$ cat src/design/hsv2rgb_pkg.sv
// hsv2rgb_pkg: field widths, scale constants and sector codes for the hsv to rgb core
// no dependencies; imported by hsv_to_rgb_converter_core
`default_nettype none

package hsv2rgb_pkg;

  // field widths
  localparam int unsigned HueW   = 15;
  localparam int unsigned ChanW  = 8;
  localparam int unsigned RemW   = 12;
  localparam int unsigned NumW   = 20;
  localparam int unsigned ProdW  = NumW + ChanW;
  localparam int unsigned InTdataW  = 32;
  localparam int unsigned OutTdataW = 24;

  // hue scale in 1/64 degree
  localparam logic [HueW-1:0] HueFullTurn = 15'd23040;
  localparam logic [RemW-1:0] HueSector   = 12'd3840;
  localparam logic [ChanW-1:0] SatFull    = 8'd255;
  localparam logic [NumW-1:0] QtScale     = 20'd979200;

  // reciprocals: floor(y / d) = (y * M) >> RecipShift for the ranges used here
  localparam int unsigned RecipShift = 28;
  localparam logic [24:0] Recip15  = 25'd17895698;
  localparam logic [20:0] Recip255 = 21'd1052689;

  // hexcone sectors
  typedef enum logic [2:0] {
    SECT_RED_YELLOW,
    SECT_YELLOW_GREEN,
    SECT_GREEN_CYAN,
    SECT_CYAN_BLUE,
    SECT_BLUE_MAGENTA,
    SECT_MAGENTA_RED
  } sector_e;

  // hue offset of the start of each sector
  function automatic logic [HueW-1:0] sector_base(input sector_e sect);
    logic [HueW-1:0] base;
    case (sect)
      SECT_RED_YELLOW:   base = 15'd0;
      SECT_YELLOW_GREEN: base = 15'd3840;
      SECT_GREEN_CYAN:   base = 15'd7680;
      SECT_CYAN_BLUE:    base = 15'd11520;
      SECT_BLUE_MAGENTA: base = 15'd15360;
      SECT_MAGENTA_RED:  base = 15'd19200;
      default:           base = 15'd0;
    endcase
    return base;
  endfunction

endpackage

`default_nettype wire

$ cat src/design/hsv_to_rgb_converter_core.sv
// hsv_to_rgb_converter_core: five-stage pipelined hsv to 8-bit rgb converter
// depends on hsv2rgb_pkg for widths, scale constants and sector codes
`default_nettype none

// Usage
//   input item on s_axis: hue (1/64 degree), saturation, brightness packed in tdata.
//   result item on m_axis: red, green, blue packed in tdata.
//   one result item per input item, in order.
// Path: an item is registered in each of the stages below in turn; m_axis_tvalid_o
//   rises when it reaches the last one, the output register.
// Throughput: one item per cycle unless stalled; five register stages (sector
//   split, saturation products, brightness products, divide by 15, divide by
//   255 with sector select) all advance together.
// Stall: when the output holds a result that m_axis_tready_i does not take,
//   the whole pipe freezes and s_axis_tready_o drops; nothing is lost or
//   repeated. While the output stage is empty or being taken, an item is
//   accepted every cycle.
// Hue of 23040 or above is treated as zero. Bit 31 of s_axis_tdata_i is unused.
// Reset: rst_ni clears all valid bits; the data registers are not reset.
module hsv_to_rgb_converter_core
  import hsv2rgb_pkg::*;
(
  input  wire logic                 clk_i,
  input  wire logic                 rst_ni,
  input  wire logic                 s_axis_tvalid_i,
  output logic                      s_axis_tready_o,
  // [14:0] hue, [22:15] saturation, [30:23] brightness, [31] zero
  input  wire logic [InTdataW-1:0]  s_axis_tdata_i,
  output logic                      m_axis_tvalid_o,
  input  wire logic                 m_axis_tready_i,
  // [7:0] red, [15:8] green, [23:16] blue
  output logic [OutTdataW-1:0]      m_axis_tdata_o
);

  logic en;
  logic [4:0] vld_q, vld_d;

  // pipe advances unless the output holds an untaken result
  assign en = ~vld_q[4] | m_axis_tready_i;
  assign s_axis_tready_o = en;
  assign m_axis_tvalid_o = vld_q[4];

  // valid bits
  assign vld_d = {vld_q[3:0], s_axis_tvalid_i};
  always_ff @(posedge clk_i or negedge rst_ni) begin
    if (!rst_ni) begin
      vld_q <= '0;
    end else if (en) begin
      vld_q <= vld_d;
    end
  end

  // stage 1: hue clamp, sector and remainder
  logic [HueW-1:0]  hue;
  logic [ChanW-1:0] sat, bri;
  sector_e          sect;
  logic [HueW-1:0]  rem_full;

  assign sat = s_axis_tdata_i[22:15];
  assign bri = s_axis_tdata_i[30:23];

  always_comb begin
    hue = s_axis_tdata_i[14:0];
    if (hue >= HueFullTurn) begin
      hue = '0;
    end
    if (hue < 15'd3840) begin
      sect = SECT_RED_YELLOW;
    end else if (hue < 15'd7680) begin
      sect = SECT_YELLOW_GREEN;
    end else if (hue < 15'd11520) begin
      sect = SECT_GREEN_CYAN;
    end else if (hue < 15'd15360) begin
      sect = SECT_CYAN_BLUE;
    end else if (hue < 15'd19200) begin
      sect = SECT_BLUE_MAGENTA;
    end else begin
      sect = SECT_MAGENTA_RED;
    end
    rem_full = hue - sector_base(sect);
  end

  sector_e          s1_sect_q;
  logic [RemW-1:0]  s1_rem_q;
  logic [ChanW-1:0] s1_sat_q, s1_np_q, s1_bri_q;

  always_ff @(posedge clk_i) begin
    if (en) begin
      s1_sect_q <= sect;
      s1_rem_q  <= rem_full[RemW-1:0];
      s1_sat_q  <= sat;
      s1_np_q   <= SatFull - sat;
      s1_bri_q  <= bri;
    end
  end

  // stage 2: saturation products and q/t numerators
  logic [NumW-1:0] sr_prod, st_prod;
  logic [RemW-1:0] rem_inv;

  assign rem_inv = HueSector - s1_rem_q;
  assign sr_prod = NumW'(s1_sat_q) * NumW'(s1_rem_q);
  assign st_prod = NumW'(s1_sat_q) * NumW'(rem_inv);

  sector_e          s2_sect_q;
  logic [NumW-1:0]  s2_nq_q, s2_nt_q;
  logic [ChanW-1:0] s2_np_q, s2_bri_q;

  always_ff @(posedge clk_i) begin
    if (en) begin
      s2_sect_q <= s1_sect_q;
      s2_nq_q   <= QtScale - sr_prod;
      s2_nt_q   <= QtScale - st_prod;
      s2_np_q   <= s1_np_q;
      s2_bri_q  <= s1_bri_q;
    end
  end

  // stage 3: brightness times each numerator
  sector_e           s3_sect_q;
  logic [ProdW-1:0]  s3_xq_q, s3_xt_q;
  logic [2*ChanW-1:0] s3_xp_q;
  logic [ChanW-1:0]  s3_bri_q;

  always_ff @(posedge clk_i) begin
    if (en) begin
      s3_sect_q <= s2_sect_q;
      s3_xq_q   <= ProdW'(s2_bri_q) * ProdW'(s2_nq_q);
      s3_xt_q   <= ProdW'(s2_bri_q) * ProdW'(s2_nt_q);
      s3_xp_q   <= (2*ChanW)'(s2_bri_q) * (2*ChanW)'(s2_np_q);
      s3_bri_q  <= s2_bri_q;
    end
  end

  // stage 4: divide q/t products by 3840 (shift by 256, then reciprocal of 15)
  logic [44:0] dq_prod, dt_prod;

  assign dq_prod = 45'(s3_xq_q[ProdW-1:8]) * 45'(Recip15);
  assign dt_prod = 45'(s3_xt_q[ProdW-1:8]) * 45'(Recip15);

  sector_e            s4_sect_q;
  logic [16:0]        s4_yq_q, s4_yt_q;
  logic [2*ChanW-1:0] s4_xp_q;
  logic [ChanW-1:0]   s4_bri_q;

  always_ff @(posedge clk_i) begin
    if (en) begin
      s4_sect_q <= s3_sect_q;
      s4_yq_q   <= dq_prod[RecipShift+16:RecipShift];
      s4_yt_q   <= dt_prod[RecipShift+16:RecipShift];
      s4_xp_q   <= s3_xp_q;
      s4_bri_q  <= s3_bri_q;
    end
  end

  // stage 5: divide by 255 and sector select
  logic [37:0] eq_prod, et_prod, ep_prod;
  logic [ChanW-1:0] q_val, t_val, p_val;
  logic [ChanW-1:0] red, green, blue;

  assign eq_prod = 38'(s4_yq_q) * 38'(Recip255);
  assign et_prod = 38'(s4_yt_q) * 38'(Recip255);
  assign ep_prod = 38'(s4_xp_q) * 38'(Recip255);
  assign q_val = eq_prod[RecipShift+ChanW-1:RecipShift];
  assign t_val = et_prod[RecipShift+ChanW-1:RecipShift];
  assign p_val = ep_prod[RecipShift+ChanW-1:RecipShift];

  always_comb begin
    case (s4_sect_q)
      SECT_RED_YELLOW: begin
        red = s4_bri_q; green = t_val; blue = p_val;
      end
      SECT_YELLOW_GREEN: begin
        red = q_val; green = s4_bri_q; blue = p_val;
      end
      SECT_GREEN_CYAN: begin
        red = p_val; green = s4_bri_q; blue = t_val;
      end
      SECT_CYAN_BLUE: begin
        red = p_val; green = q_val; blue = s4_bri_q;
      end
      SECT_BLUE_MAGENTA: begin
        red = t_val; green = p_val; blue = s4_bri_q;
      end
      default: begin
        red = s4_bri_q; green = p_val; blue = q_val;
      end
    endcase
  end

  logic [OutTdataW-1:0] out_q;

  always_ff @(posedge clk_i) begin
    if (en) begin
      out_q <= {blue, green, red};
    end
  end

  assign m_axis_tdata_o = out_q;

endmodule

`default_nettype wire
$ cat config.mk
export PLATFORM = sky130hd
export DESIGN_NAME = hsv_to_rgb_converter_core
export DESIGN_NICKNAME = d
export VERILOG_FILES = /design/src/design/hsv2rgb_pkg.sv /design/src/design/hsv_to_rgb_converter_core.sv
export SDC_FILE = /design/constraint.sdc
export NUM_CORES = 2
export LEC_CHECK = 0
export BUFFER_PORTS_ARGS = -buffer_cell sky130_fd_sc_hd__buf_2
export CAP_MARGIN = 0
export CORE_MARGIN = 2
export CORE_UTILIZATION = 45
export CTS_CLUSTER_SIZE = 16
export DETAILED_ROUTE_END_ITERATION = 8
export GPL_ROUTABILITY_DRIVEN = 0
export GPL_TIMING_DRIVEN = 0
export PLACE_DENSITY_LB_ADDON = 0.05
export SETUP_SLACK_MARGIN = 0.15
export SYNTH_ARGS = -nofsm -noshare
export SYNTH_HDL_FRONTEND = slang
export SYNTH_SLANG_ARGS = --single-unit
$ cat constraint.sdc
create_clock -name clk_i -period 21.4 [get_ports clk_i]
set_input_delay 4.28 -clock clk_i [delete_from_list [all_inputs] [get_ports clk_i]]
set_output_delay 4.28 -clock clk_i [all_outputs]
set_load 0.005 [all_outputs]
==> Word level (Yosys, flattened, before mapping) <==
Index checks and enable logic that the tools add are counted.
{ "op_classes": {"muxes": 10, "n_bitwise": 2, "magnitude_cmp": 6, "n_addsub": 5, "n_reduce_logical": 5, "mul": 10, "eq_ne": 9} }
{ "op_table": {"columns": ["cell", "n"], "rows": [
  ["$mul A20 B24 Y44 const B", 2],
  ["$mul A17 B21 Y36 const B", 2],
  ["$pmux W8 S3", 3],
  ["$pmux W12 S5", 1],
  ["$mul A8 B20 Y28", 2],
  ["$mul A8 B12 Y20", 2],
  ["$sub A20 B20 Y20 const A", 2],
  ["$mul A16 B21 Y36 const B", 1],
  ["$lt A15 B14 Y1 const B", 2],
  ["$mul A8 B8 Y16", 1],
  ["$ge A15 B15 Y1 const B", 1],
  ["$lt A15 B12 Y1 const B", 1],
  ["$lt A15 B13 Y1 const B", 1],
  ["$lt A15 B15 Y1 const B", 1],
  ["$mux W15", 1],
  ["$eq A3 B2 Y1 const B", 4],
  ["$mux W3", 4],
  ["$sub A12 B12 Y12", 1],
  ["$sub A12 B12 Y12 const A", 1],
  ["$eq A3 B3 Y1 const B", 3],
  ["$reduce_or A2 Y1", 4],
  ["$sub A8 B8 Y8 const A", 1],
  ["$eq A3 B1 Y1 const B", 2],
  ["$logic_not A3 Y1", 1],
  ["other kinds (3)", 3]
]} }
{ "totals": {"elab_cells": 69, "output_inout_bits": 26, "reg_bits": 271} }

==> Longest topological paths before layout <==
{ "depth": {"depth_word": 11, "ltp_mapped": 24, "ltp_nobuf": 23} }

==> Least setup slack after synthesis <==
No wires, ideal clock.
{ "synth_path": {"path_type": "input to output", "startpoint": "input port m_axis_tready_i", "endpoint": "output port s_axis_tready_o", "arrival_ns": 11.288, "required_time_ns": 17.120, "stages": 2, "slack_ns": 5.832, "cell_sequence": "nand2b_1 -> clkbuf_1"} }
{ "synth_via": {"elab_chain_cells": 1} }
{ "synth_rtl": {"columns": ["element", "line", "source"], "rows": [
  ["start, declared", "hsv_to_rgb_converter_core.sv:30", "input wire logic m_axis_tready_i,"],
  ["$or A1 B1 Y1", "hsv_to_rgb_converter_core.sv:39", "assign en = ~vld_q[4] | m_axis_tready_i;"],
  ["end, declared", "hsv_to_rgb_converter_core.sv:26", "output logic s_axis_tready_o,"]
]} }
Every way passes these cells.

==> Worst setup path after layout <==
Ends and elaborated chain as after synthesis.

==> metrics.txt <==
Die Span X=298 um; num rows=107; dpl hpwl=72,300 um; reg-to-reg slack, setup=14.33 ns; status=finished clean; die height=298 um; CTS sink cnt=254; final setup TNS=0 ns; Fin Hold WS=0.416 ns; Critical Path, Cell by Cell=buf_2 -> nand2b_1 -> clkbuf_4 -> buf_16 -> buf_2; met3 Usage GRT=2.64%; final period utilization=45.6%; Max Freq=103 MHz; Hold Path Depth=0; main combinational cell family by area after synthesis=adder cells; post-synthesis mux area share=0.458%; cell repeated most along the worst path=buf_2; Antenna diodes=0; first-pass GRT wire length=143,000 um; fraction of layout cells with a size suffix above 1=3.51%; initial antenna violation count=1; Final Critical Period=9.75 ns; drt first pass iters=4; Syn-to-layout area delta=7.60%; clk_skew=0.0185 ns; WHS Endpoint=s4_xp_q[2]; largest net degree at the start of global routing=69; global routing usage on met2=33.8%; total I/O pin count=62; Post-Route WL=86,700 um; Num CTS Buffers=36; hold_sp=s3_xp_q[2]; Bufs on Longest Clock Path=3; Critical Path RT=17.12 ns; clk_lat worst skew=0.56 ns; synthesized flop and latch total=254; CP max stage cell=clkbuf_4; Critical Path Fanout Max=60; Post-Synth XOR/XNOR Area=2.98%; remaining antenna violation count=0; GRT Total Usage=20.3%; CTS root buf=clkbuf_16; fin cells=5,072; DRC Markers=0; Post-Syn Area=0.0388 mm2; fillers=8,138; # port buffers=59; Cells after Synth=3,803; CP Launch Type=input port; PostCTS Resize Cnt=0; CTS tree=built; total grt overflow=0; via/cell ratio=5.02; core box area=0.0853 mm2; Iter 0 DRT Violations=1,001; Final Hold Viols=0; Arrival @ worst endpoint=5.47 ns; postcts setup bufs=0; Post-synth EDFFs=249; Worst R2R Path Depth=21; Final nets=5,217; Final Setup Violations=0; hold buffers post-CTS=0; max-capacitance violation count=0; post-synthesis compound-gate area fraction=6.23%; Hold/Removal Path Class=reg -> reg; clk slew on worst S/H paths=0.06 ns; die area=0.0886 mm2; H-tree Lvls=2; Worst path max stage delay=0.48 ns; vias=25,500; crit path kind=in -> out; syn avg cell area=10.2 um2; r2r endpoint=s2_nt_q[19]; most frequent cells in the layout=ha_1 (781), inv_1 (734), fa_1 (496); R2R Path Start=s1_rem_q[5]; CP Capture Type=output pin; post-synthesis net count=5,116; synth warn=0; most common cell after layout, fill and taps aside=ha_1; worst slew pin tran=1.08 ns; post-synthesis simple-gate area fraction=12.1%; RSZ-0062 raised after global routing=false; adder-cell share of the synthesized area=50.7%; placed cell count=5,010; Primary FF master, synth=edfxtp_1; sequential-to-total area share from yosys stat=19.6%; Synth async-reset ratio=1.97%; Global Route met1 Usage=28.4%; Starting Density=45.5%; relative slew slack=26.1%; vias in the first global route=26,700; Netlist cell types=67; count of pins over their slew limit=0; Crit. Startpoint=m_axis_tready_i; drt wl/cell=17.1 um; Most Used Layer, Global Route=met2
-- worst max-delay path by stage --
stage / slack (ns) / cells after the start / end
6_report: 11.65 / 5 / s_axis_tready_o
5_1_grt: 11.52 / 5 / s_axis_tready_o
4_1_cts: 11.59 / 5 / s_axis_tready_o
3_5_place_dp: 11.59 / 5 / s_axis_tready_o
3_3_place_gp: 1.13 / 4 / s_axis_tready_o
2_1_floorplan: 5.83 / 2 / s_axis_tready_o
-- cell usage after synthesis (10+ instances only) --
library cell  number  area share, %
a211oi_1          18           0.35
a21o_1            43           0.83
a21oi_1           97            1.3
a31oi_1           10           0.16
and2_1           315            5.1
and3_1            14           0.23
clkbuf_1          86           0.83
edfxtp_1         249             19
fa_1             496             26
ha_1             781             25
inv_1            734            7.1
mux2i_1           11           0.28
nand2_1          329            3.2
nand2b_1          16           0.26
nand3_1           35           0.45
nand4_1           20           0.32
nor2_1           112            1.1
nor2b_1           28           0.45
nor3_1            29           0.37
o211ai_1          10           0.19
o21a_1            15           0.29
o21ai_0           76           0.98
o21bai_1          12           0.23
xnor2_1           86            1.9
xor2_1            46            1.0
-- logic make-up after synthesis --
family                     count (synthesis)
AOI/OAI and AO/OA                        369
xor gates and xnor gates                 132
adders and majority gates               1277
buffers and inverters                    822
DFF                                      254
muxes                                     17
and+or+nand+nor                          932
-- worst max-delay path, delay by kind of cell --
kind	cells	cell delay, ns
AND/OR/NAND/NOR	1	0.08
buffers and inverters	4	1.06
-- area by class of cell --
type | instances | area (um2) | area share (%)
Tap cell | 1144 | 1430 | 3.43
Clock buffer | 39 | 912 | 2.18
Sequential cell | 254 | 7600 | 18.2
Buffer | 87 | 332 | 0.794
Clock inverter | 23 | 198 | 0.473
Inverter | 735 | 2760 | 6.60
Multi-Input combinational cell | 2727 | 28100 | 67.3
Timing Repair Buffer | 63 | 405 | 0.970
-- through the flow --
step	worst slack, ns	util, %	cell area, um2
after floorplan	5.83	-	38800
after global placement	1.13	47.5	40500
after detailed placement	11.59	47.7	40700
after CTS	11.59	49.0	41800
after global routing	11.52	49.0	41800
final	11.65	49.0	41800
-- registers in the layout (all words and copies together), names as in the netlist, 16 cells and up --
| register | cells |
|---|---|
| m_axis_tdata_o | 24 |
| s2_nq_q | 20 |
| s3_xq_q | 20 |
| s3_xt_q | 20 |
| s2_nt_q | 19 |
| s4_yq_q | 17 |
| s4_yt_q | 17 |
| s3_xp_q | 16 |
| s4_xp_q | 16 |
-- per-layer routing --
layer / share of wire (%) / vias to the layer above / wire, um
li1: - / 12600 / -
met1: 48 / 12400 / 41300
met2: 46 / 375 / 40300
met3: 3.8 / 90 / 3300
met4: 2.1 / 0 / 1860
met5: 0 / - / 0
Power is left out: the tool's default activity adds up to more than one toggle a clock period on the data nets, which glitch-free logic cannot reach.
